## src/sv/fss_pkg.sv

```systemverilog
// Shared types, register indexes and character helpers for the fuzzy subsequence scorer.
// No dependencies; imported by the core, the result queue and the top level.
package fss_pkg;

  // Configuration register indexes
  localparam logic [2:0] REG_QUERY0 = 3'd0;
  localparam logic [2:0] REG_QUERY1 = 3'd1;
  localparam logic [2:0] REG_QUERY2 = 3'd2;
  localparam logic [2:0] REG_QUERY3 = 3'd3;
  localparam logic [2:0] REG_QLEN   = 3'd4;
  localparam logic [2:0] REG_MAXPOS = 3'd5;

  // Record kinds
  localparam logic KIND_POSITION = 1'b0;
  localparam logic KIND_FINAL    = 1'b1;

  // Score bonuses
  localparam logic signed [15:0] BONUS_START    = 16'sd12;
  localparam logic signed [15:0] BONUS_BOUNDARY = 16'sd8;
  localparam logic signed [15:0] BONUS_ADJACENT = 16'sd5;
  localparam logic signed [15:0] SCORE_MAX      = 16'sd8191;
  localparam logic signed [15:0] SCORE_MIN      = -16'sd8192;
  localparam logic [14:0]        GAP_LIMIT      = 15'd16383;

  // Result queue depth
  localparam int OUTQ_DEPTH = 4;

  // One result record
  typedef struct packed {
    logic              kind;
    logic [11:0]       pos;
    logic              matched;
    logic signed [13:0] score;
    logic              last;
  } rec_t;

  // Records produced by one item: count is 0, 1 or 2, rec0 goes first
  typedef struct packed {
    logic [1:0] count;
    rec_t       rec0;
    rec_t       rec1;
  } push_t;

  // ASCII upper case to lower case, everything else unchanged
  function automatic logic [7:0] fold_case(input logic [7:0] c);
    logic [7:0] r;
    r = c;
    if (c >= 8'h41 && c <= 8'h5A) begin
      r = c + 8'h20;
    end
    return r;
  endfunction

  // Word boundary characters: space, dash, underscore, slash, dot
  function automatic logic is_boundary(input logic [7:0] c);
    return (c == 8'h20) || (c == 8'h2D) || (c == 8'h5F) || (c == 8'h2F) || (c == 8'h2E);
  endfunction

  // Clamp a widened score back into the 14-bit range
  function automatic logic signed [15:0] sat_score(input logic signed [15:0] s);
    logic signed [15:0] r;
    r = s;
    if (s > SCORE_MAX) begin
      r = SCORE_MAX;
    end else if (s < SCORE_MIN) begin
      r = SCORE_MIN;
    end
    return r;
  endfunction

endpackage

```

## src/sv/fss_core.sv

```systemverilog
// Input register, per-candidate match state and the combinational scoring step.
// Depends on fss_pkg for record types and character helpers.
module fss_core #(
  parameter int QUERY_MAX = 32,
  parameter int CAND_MAX  = 4096
) (
  input  logic               clk,
  input  logic               rst_n,
  input  logic               in_tvalid,
  output logic               in_tready,
  input  logic [7:0]         in_tdata,
  input  logic               in_tuser,
  input  logic               in_tlast,
  input  logic [255:0]       query_flat,
  input  logic [5:0]         query_length,
  input  logic [5:0]         max_positions,
  input  logic               room,
  output fss_pkg::push_t     push
);
  import fss_pkg::*;

  localparam int QW = $clog2(QUERY_MAX + 1);
  localparam int CW = $clog2(CAND_MAX) + 1;

  // Input register
  logic        inr_valid_r, inr_valid_nxt;
  logic [7:0]  inr_char_r;
  logic        inr_has_r;
  logic        inr_end_r;
  logic        consume;

  // Candidate state
  logic [QW-1:0]      qi_r, qi_nxt;
  logic [CW-1:0]      ci_r, ci_nxt;
  logic [CW-1:0]      last_r, last_nxt;
  logic               have_r, have_nxt;
  logic signed [13:0] score_r, score_nxt;
  logic [7:0]         prev_r, prev_nxt;
  logic [5:0]         sent_r, sent_nxt;

  // Step signals
  logic [5:0]          qlen;
  logic [5:0]          qi_ext;
  logic [5:0]          qi_nxt_ext;
  logic [7:0]          qbyte;
  logic                take_char;
  logic                hit;
  logic [CW+11:0]      ci_wide;
  logic [CW-1:0]       gap;
  logic [CW+15:0]      gap_wide;
  logic [14:0]         gap_sat;
  logic signed [15:0]  bonus;
  logic signed [15:0]  delta;
  logic signed [15:0]  s1;
  logic signed [15:0]  s2;
  logic                ok;
  rec_t                pos_rec;
  rec_t                fin_rec;
  logic                send_pos;

  assign consume   = inr_valid_r && room;
  assign in_tready = !inr_valid_r || room;

  // Effective query length and the next query byte
  assign qlen   = (query_length > 6'(QUERY_MAX)) ? 6'(QUERY_MAX) : query_length;
  assign qi_ext = 6'(qi_r);
  assign qbyte  = query_flat[{qi_ext[4:0], 3'b000} +: 8];

  assign take_char = inr_has_r && (ci_r < CW'(CAND_MAX));
  assign hit = take_char && (qi_ext < qlen) && (fold_case(inr_char_r) == fold_case(qbyte));

  // Score update: position bonus first, then the adjacency or gap term, each saturated
  assign gap      = ci_r - last_r - CW'(1);
  assign gap_wide = (CW+16)'(gap);
  assign gap_sat  = (gap_wide > (CW+16)'(GAP_LIMIT)) ? GAP_LIMIT : gap_wide[14:0];

  always_comb begin
    bonus = 16'sd0;
    if (ci_r == '0) begin
      bonus = BONUS_START;
    end else if (is_boundary(prev_r)) begin
      bonus = BONUS_BOUNDARY;
    end
    delta = 16'sd0;
    if (have_r) begin
      if (ci_r == last_r + CW'(1)) begin
        delta = BONUS_ADJACENT;
      end else begin
        delta = -$signed({1'b0, gap_sat});
      end
    end
  end

  assign s1 = sat_score(16'(score_r) + bonus);
  assign s2 = sat_score(s1 + delta);

  // Next state for an accepted item
  always_comb begin
    qi_nxt    = qi_r;
    ci_nxt    = ci_r;
    last_nxt  = last_r;
    have_nxt  = have_r;
    score_nxt = score_r;
    prev_nxt  = prev_r;
    sent_nxt  = sent_r;
    send_pos  = 1'b0;
    if (hit) begin
      qi_nxt    = qi_r + QW'(1);
      last_nxt  = ci_r;
      have_nxt  = 1'b1;
      score_nxt = s2[13:0];
      if (sent_r < max_positions) begin
        send_pos = 1'b1;
        sent_nxt = sent_r + 6'd1;
      end
    end
    if (take_char) begin
      prev_nxt = inr_char_r;
      ci_nxt   = ci_r + CW'(1);
    end
  end

  assign qi_nxt_ext = 6'(qi_nxt);
  assign ok         = qi_nxt_ext >= qlen;
  assign ci_wide    = (CW+12)'(ci_r);

  // Records for this item
  always_comb begin
    pos_rec         = '0;
    pos_rec.kind    = KIND_POSITION;
    pos_rec.pos     = ci_wide[11:0];
    fin_rec         = '0;
    fin_rec.kind    = KIND_FINAL;
    fin_rec.matched = ok;
    fin_rec.score   = ok ? score_nxt : 14'sd0;
    fin_rec.last    = 1'b1;
    push            = '0;
    if (consume) begin
      if (send_pos) begin
        push.rec0 = pos_rec;
        push.rec1 = fin_rec;
        push.count = inr_end_r ? 2'd2 : 2'd1;
      end else begin
        push.rec0 = fin_rec;
        push.rec1 = fin_rec;
        push.count = inr_end_r ? 2'd1 : 2'd0;
      end
    end
  end

  always_comb begin
    inr_valid_nxt = inr_valid_r;
    if (in_tvalid && in_tready) begin
      inr_valid_nxt = 1'b1;
    end else if (consume) begin
      inr_valid_nxt = 1'b0;
    end
  end

  // Input word register, no reset on payload
  always_ff @(posedge clk) begin
    if (in_tvalid && in_tready) begin
      inr_char_r <= in_tdata;
      inr_has_r  <= in_tuser;
      inr_end_r  <= in_tlast;
    end
  end

  // Control and candidate state
  always_ff @(posedge clk) begin
    if (!rst_n) begin
      inr_valid_r <= 1'b0;
      qi_r        <= '0;
      ci_r        <= '0;
      last_r      <= '0;
      have_r      <= 1'b0;
      score_r     <= '0;
      prev_r      <= '0;
      sent_r      <= '0;
    end else begin
      inr_valid_r <= inr_valid_nxt;
      if (consume) begin
        if (inr_end_r) begin
          qi_r    <= '0;
          ci_r    <= '0;
          last_r  <= '0;
          have_r  <= 1'b0;
          score_r <= '0;
          prev_r  <= '0;
          sent_r  <= '0;
        end else begin
          qi_r    <= qi_nxt;
          ci_r    <= ci_nxt;
          last_r  <= last_nxt;
          have_r  <= have_nxt;
          score_r <= score_nxt;
          prev_r  <= prev_nxt;
          sent_r  <= sent_nxt;
        end
      end
    end
  end

endmodule

```

## src/sv/fss_outq.sv

```systemverilog
// Result queue: takes up to two records a cycle and hands them out one per word.
// Depends on fss_pkg for the record and push types.
module fss_outq (
  input  logic           clk,
  input  logic           rst_n,
  input  fss_pkg::push_t push,
  output logic           room,
  output logic           out_valid,
  input  logic           out_ready,
  output fss_pkg::rec_t  head
);
  import fss_pkg::*;

  localparam int PW = $clog2(OUTQ_DEPTH);
  localparam int NW = $clog2(OUTQ_DEPTH + 1);

  rec_t            q_r [OUTQ_DEPTH];
  logic [PW-1:0]   wr_r, wr_nxt;
  logic [PW-1:0]   rd_r, rd_nxt;
  logic [NW-1:0]   cnt_r, cnt_nxt;
  logic            pop;
  logic [PW-1:0]   wr_next_slot;

  // Space for a worst-case item of two records
  assign room      = cnt_r <= NW'(OUTQ_DEPTH - 2);
  assign out_valid = cnt_r != '0;
  assign head      = q_r[rd_r];
  assign pop       = out_valid && out_ready;
  assign wr_next_slot = wr_r + PW'(1);

  always_comb begin
    wr_nxt  = wr_r + PW'(push.count);
    rd_nxt  = pop ? rd_r + PW'(1) : rd_r;
    cnt_nxt = cnt_r + NW'(push.count) - NW'(pop);
  end

  // Entry storage
  always_ff @(posedge clk) begin
    if (push.count != 2'd0) begin
      q_r[wr_r] <= push.rec0;
    end
    if (push.count == 2'd2) begin
      q_r[wr_next_slot] <= push.rec1;
    end
  end

  // Pointers and fill count
  always_ff @(posedge clk) begin
    if (!rst_n) begin
      wr_r  <= '0;
      rd_r  <= '0;
      cnt_r <= '0;
    end else begin
      wr_r  <= wr_nxt;
      rd_r  <= rd_nxt;
      cnt_r <= cnt_nxt;
    end
  end

endmodule

```

## src/sv/fuzzy_subsequence_scorer_top.sv

```systemverilog
// Top level of the fuzzy subsequence scorer: configuration registers, core and result queue.
// Depends on fss_pkg, fss_core and fss_outq.
//
//   channel | direction | tdata / data               | side band
//   in_     | sink      | [7:0] cand_char            | tuser has_char, tlast cand_end
//   out_    | source    | [11:0] pos, [12] matched,  | tuser record kind,
//           |           | [26:13] score, [31:27] 0   | tlast final record
//   cfg_    | sink      | cfg_index, cfg_data [63:0] | always ready
//
// One candidate character per clock: each word is held in the input register,
// and the scoring step then runs combinationally from it into a four-entry result queue.
// A word that yields two records gives two output words; the input stalls only while
// the queue has fewer than two free entries. Reset clears all candidate state and
// configuration; the result queue starts empty.
module fuzzy_subsequence_scorer_top #(
  parameter int QUERY_MAX = 32,
  parameter int CAND_MAX  = 4096
) (
  input  logic        clk,
  input  logic        rst_n,
  input  logic        in_tvalid,
  output logic        in_tready,
  input  logic [7:0]  in_tdata,   // [7:0] cand_char
  input  logic        in_tuser,   // [0] has_char
  input  logic        in_tlast,
  output logic        out_tvalid,
  input  logic        out_tready,
  output logic [31:0] out_tdata,  // [11:0] match_position, [12] matched, [26:13] match_score
  output logic        out_tuser,  // [0] record_kind
  output logic        out_tlast,
  input  logic        cfg_valid,
  output logic        cfg_ready,
  input  logic [2:0]  cfg_index,
  input  logic [63:0] cfg_data
);
  import fss_pkg::*;

  logic [63:0] query_r [4];
  logic [5:0]  qlen_r;
  logic [5:0]  maxpos_r;
  logic [255:0] query_flat;
  logic        room;
  push_t       push;
  rec_t        head;

  assign cfg_ready  = 1'b1;
  assign query_flat = {query_r[3], query_r[2], query_r[1], query_r[0]};

  // Configuration register writes
  always_ff @(posedge clk) begin
    if (!rst_n) begin
      query_r[0] <= '0;
      query_r[1] <= '0;
      query_r[2] <= '0;
      query_r[3] <= '0;
      qlen_r     <= '0;
      maxpos_r   <= '0;
    end else if (cfg_valid && cfg_ready) begin
      unique case (cfg_index) inside
        REG_QUERY0, REG_QUERY1, REG_QUERY2, REG_QUERY3: query_r[cfg_index[1:0]] <= cfg_data;
        REG_QLEN:   qlen_r   <= cfg_data[5:0];
        REG_MAXPOS: maxpos_r <= cfg_data[5:0];
        default: ;
      endcase
    end
  end

  fss_core #(
    .QUERY_MAX(QUERY_MAX),
    .CAND_MAX (CAND_MAX)
  ) u_core (
    .clk          (clk),
    .rst_n        (rst_n),
    .in_tvalid    (in_tvalid),
    .in_tready    (in_tready),
    .in_tdata     (in_tdata),
    .in_tuser     (in_tuser),
    .in_tlast     (in_tlast),
    .query_flat   (query_flat),
    .query_length (qlen_r),
    .max_positions(maxpos_r),
    .room         (room),
    .push         (push)
  );

  fss_outq u_outq (
    .clk      (clk),
    .rst_n    (rst_n),
    .push     (push),
    .room     (room),
    .out_valid(out_tvalid),
    .out_ready(out_tready),
    .head     (head)
  );

  // Output word packing
  assign out_tdata = {5'b0, head.score, head.matched, head.pos};
  assign out_tuser = head.kind;
  assign out_tlast = head.last;

endmodule

```

## config.mk

```make
export PLATFORM = sky130hd
export DESIGN_NAME = fuzzy_subsequence_scorer_top
export DESIGN_NICKNAME = d
export VERILOG_FILES = /design/src/sv/fss_pkg.sv /design/src/sv/fss_core.sv /design/src/sv/fss_outq.sv /design/src/sv/fuzzy_subsequence_scorer_top.sv
export SDC_FILE = /design/constraint.sdc
export NUM_CORES = 1
export LEC_CHECK = 0
export BUFFER_PORTS_ARGS = -buffer_cell sky130_fd_sc_hd__buf_2
export CORE_UTILIZATION = 49
export DETAILED_ROUTE_END_ITERATION = 6
export HOLD_SLACK_MARGIN = 0.05
export PLACE_DENSITY = 0.64
export RECOVER_POWER = 50
export SLEW_MARGIN = 25
export SYNTH_ARGS = -nofsm -noshare
export SYNTH_HDL_FRONTEND = slang
export SYNTH_SLANG_ARGS = --single-unit
```

## constraint.sdc

```tcl
create_clock -name clk -period 7.31 [get_ports clk]
set_input_delay 0.3655 -clock clk [delete_from_list [all_inputs] [get_ports clk]]
set_output_delay 0.3655 -clock clk [all_outputs]
set_load 0.05 [all_outputs]
```

==> run summary <==
Post-DRT Antenna Nets: 0
Slew Limit Fails: 564
Register area share after synthesis: 55.2%
Starting Density: 49.8%
IO Pins: 119
Worst Skew: 30.4 ps
Sequential power share: 48.6%
Failing checks: capacitance limit, slew limit
Int Pwr: 4.58 mW
Avg Inst Size Synth: 11.6 sq um
Max-slew headroom: -164%
Yosys top cell area share: 43.6%
Detailed Route Iter0 Violations: 1274
Critical path endpoint category: flop
Clk Latency, worst-skew pair: 610 ps
Vias: 15634
Longest Clk Path Bufs: 3
Via-to-Cell Ratio: 5.79
CTS Sinks: 461
Final GP Congestion: 0.904
Number of antenna diodes: 0
Net switching power: 1.56 mW
Vias in the first global route: 15600
Gr ovfl total: 0
Setup_tns: 0 ps
Number of enable flip-flop cells after synthesis: 330
Synth top area cells: edfxtp_1 (44%), dfxtp_1 (12%), mux4_2 (8.2%)
Min Clock Period, post-route: 6770 ps
Die ar.: 47200 sq um
Hold Violations, Final: 0
Post-synth top area cell: edfxtp_1
Tcrit/Tclk final: 92.7%
Async set or reset register ratio after synthesis: 0%
Worst path max stage delay: 450 ps
Logic pwr share: 11.4%
Port Buffers: 112
Worst hold path type: in -> reg
Initial antenna violation count: 0
Status: complete, but fails checks
Critical path class: reg -> reg
Largest net degree at the start of global routing: 67
Layout area overhead: 12.6%
Clock network fraction of total power: 40.0%
Post-Route WL: 56.0 mm
Post-Syn Area: 22700 sq um
DRT Pass-1 Iters: 7
Total number of yosys warnings: 0
RSZ-0062 raised after global routing: false
R2R Setup Slk: 540 ps
Detailed Place HPWL: 37.1 mm
Post-layout net count: 2208
CP startpoint kind: flop
H-tree depth: 2
Die width: 217 um
CP required: 7620 ps
Slew @ Worst Pin: 3960 ps
Max Fclk: 0.148 GHz
Total CTS buffers: 49
VDD IR max: 0.229 mV
LEAKAGE: 9.36 nW
Num rows: 78
Cells after Synth: 1961
Worst path slowest cell: a211oi_1
Yosys cell types: 76
Final setup violation count: 0
Layout cell share with drive strength beyond 1: 15.9%
Global-route wire length before repair: 87.1 mm
Max-cap violations: 9
Die height: 217 um
GRT Util Overall: 24.0%
Core ar.: 45600 sq um
Final std cells w/o fill: 2702
Root buf cell: clkbuf_16
DP Area: 23900 sq um
CTS tree: done
Fin area: 25600 sq um
Clock Pin Slew Worst Setup and Hold Paths: 60 ps
Critical path arrival: 7090 ps
CP max FO: 24
Pwr/cell area: 240 nW/um^2
#FFs+latches synth: 461
Wire per inst: 20.7 um
Sw Ratio: 25.5%
Remaining DRCs: 0
Placed Instances: 2601
Ys flop type: edfxtp_1
[power by group through the flow]
stage                     Combinational (mW)  Clock, mW  Sequential, mW
final                                  0.698       2.46            2.99
after global placement                 0.692          0            3.03
after floorplan                        0.522          0            3.02
after global routing                   0.750       2.60            3.00
after detailed placement               0.703          0            3.03
after CTS                              0.710       2.50            2.98
[area by class of cell]
class                           instances  area [sq um]
Clock buffer                           62          1290
Clock inverter                         28           289
Fill cell                            3779         20000
Inverter                              131           492
Multi-Input combinational cell       1255          9230
Sequential cell                       461         12500
Tap cell                              600           751
Timing Repair Buffer                  165           972
[state kept, by name (all words and copies together) (netlist names), 3 cells and up, named ones only]
| register | flops |
|---|---|
| u_core.prev_r | 8 |
| u_outq.q_r | 112 |
| qlen_r | 6 |
| u_core.sent_r | 6 |
| u_core.ci_r | 13 |
| u_core.last_r | 13 |
| u_core.score_r | 14 |
| query_r | 256 |
| maxpos_r | 6 |
| u_core.qi_ext | 6 |
| u_core.inr_char_r | 8 |
| u_outq.cnt_r | 3 |
[worst max-delay path, delay by kind of cell, from the launching register on]
kind                       cells  cell delay, ps
and+or+nand+nor                9            1500
adders and majority gates      5            1560
AOI/OAI and AO/OA             10            2450
buffers and inverters          4             530
DFF                            1             410
[path summary, 6_finish.rpt]
| kind | to | cells past startpoint | from |
|---|---|---|---|
| worst max register to register | u_outq.q_r[3][7]$_DFFE_PP_ | 28 | u_core.ci_r[1]$_SDFFE_PN0P_ |
| worst max-delay path | u_outq.q_r[3][7]$_DFFE_PP_ | 28 | u_core.ci_r[1]$_SDFFE_PN0P_ |
| worst min-delay path | query_r[3][54]$_DFFE_PP_ | 3 | cfg_data[54] |
| worst min register to register | u_outq.q_r[1][23]$_SDFFE_PP0P_ | 1 | u_outq.q_r[1][23]$_SDFFE_PP0P_ |
[per-stage QoR]
stage	setup slack (ps)	hold WS [ps]	total power, mW	util (%)
2_1_floorplan	1350	443	3.54	-
3_3_place_gp	705	456	3.72	52.4
3_5_place_dp	465	460	3.74	52.4
4_1_cts	401	61.5	6.19	56.2
5_1_grt	10.3	96.3	6.35	56.1
6_report	537	82.6	6.14	56.1
[cell usage after synthesis (19+ instances only)]
library cell / number
nor3_1: 65
a21oi_1: 51
clkbuf_1: 76
edfxtp_1: 330
o21ai_0: 67
a22o_1: 55
nand2_1: 122
nand3_1: 24
nor2_1: 303
mux2i_1: 46
ha_1: 59
inv_1: 130
a21o_1: 19
buf_2: 19
mux4_2: 83
dfxtp_1: 131
xnor2_1: 51
xor2_1: 29
[cells by family (layout without fill, tap and decap cells)]
| group | Yosys count | count (layout) | share of synthesized area (%) |
|---|---|---|---|
| XOR/XNOR | 80 | 80 | 3.08 |
| buffers and inverters | 249 | 386 | 4.57 |
| AND/OR/NAND/NOR | 649 | 649 | 13.0 |
| multiplexers | 134 | 134 | 10.5 |
| flip-flops | 461 | 461 | 55.2 |
| adder cells (fa/ha/maj) | 63 | 63 | 3.60 |
| other | 2 | 6 | 0.0331 |
| AO/OA/AOI/OAI | 323 | 323 | 10.0 |
[metal layers]
layer | track usage [%] | vias to the layer above | part of all wire [%]
met2 | 41.4 | 442 | 50
met3 | 3.98 | 90 | 5.5
met5 | 0 | - | 0
met1 | 30.7 | 7755 | 42
met4 | 7.61 | 0 | 2.3
li1 | - | 7347 | -
[timing repair]
item | CTS | global route
gates resized for setup | 0 | 3
hold buffers | 11 | 0
endpoints found under the setup margin | 0 | 52
endpoints found under the hold margin | 11 | 0
setup buffers | 0 | 0
[layout by cell type, fill, tap and decap left out, drive strengths merged, types with 10 or more instances in the layout]
cell type | netlist | final
mux2i | 46 | 46
and2 | 13 | 13
edfxtp | 330 | 330
a21o | 19 | 19
nor2 | 303 | 303
nor3 | 69 | 69
nand3 | 24 | 24
a22oi | 17 | 17
o2bb2ai | 10 | 10
nor2b | 13 | 13
and3 | 15 | 15
a211oi | 20 | 20
nand4 | 16 | 16
clkinv | 1 | 20
xor2 | 29 | 29
nand2 | 122 | 122
xnor2 | 51 | 51
o22ai | 12 | 12
inv | 130 | 132
buf | 42 | 141
mux4 | 83 | 83
o21a | 14 | 14
o21ai | 69 | 69
dfxtp | 131 | 131
nand2b | 15 | 15
a21oi | 51 | 51
clkbuf | 76 | 75
nor4 | 13 | 13
ha | 59 | 59
a22o | 55 | 55
dlygate4sd3 | 0 | 11
Note: power is estimated with default switching activity, not from simulation.
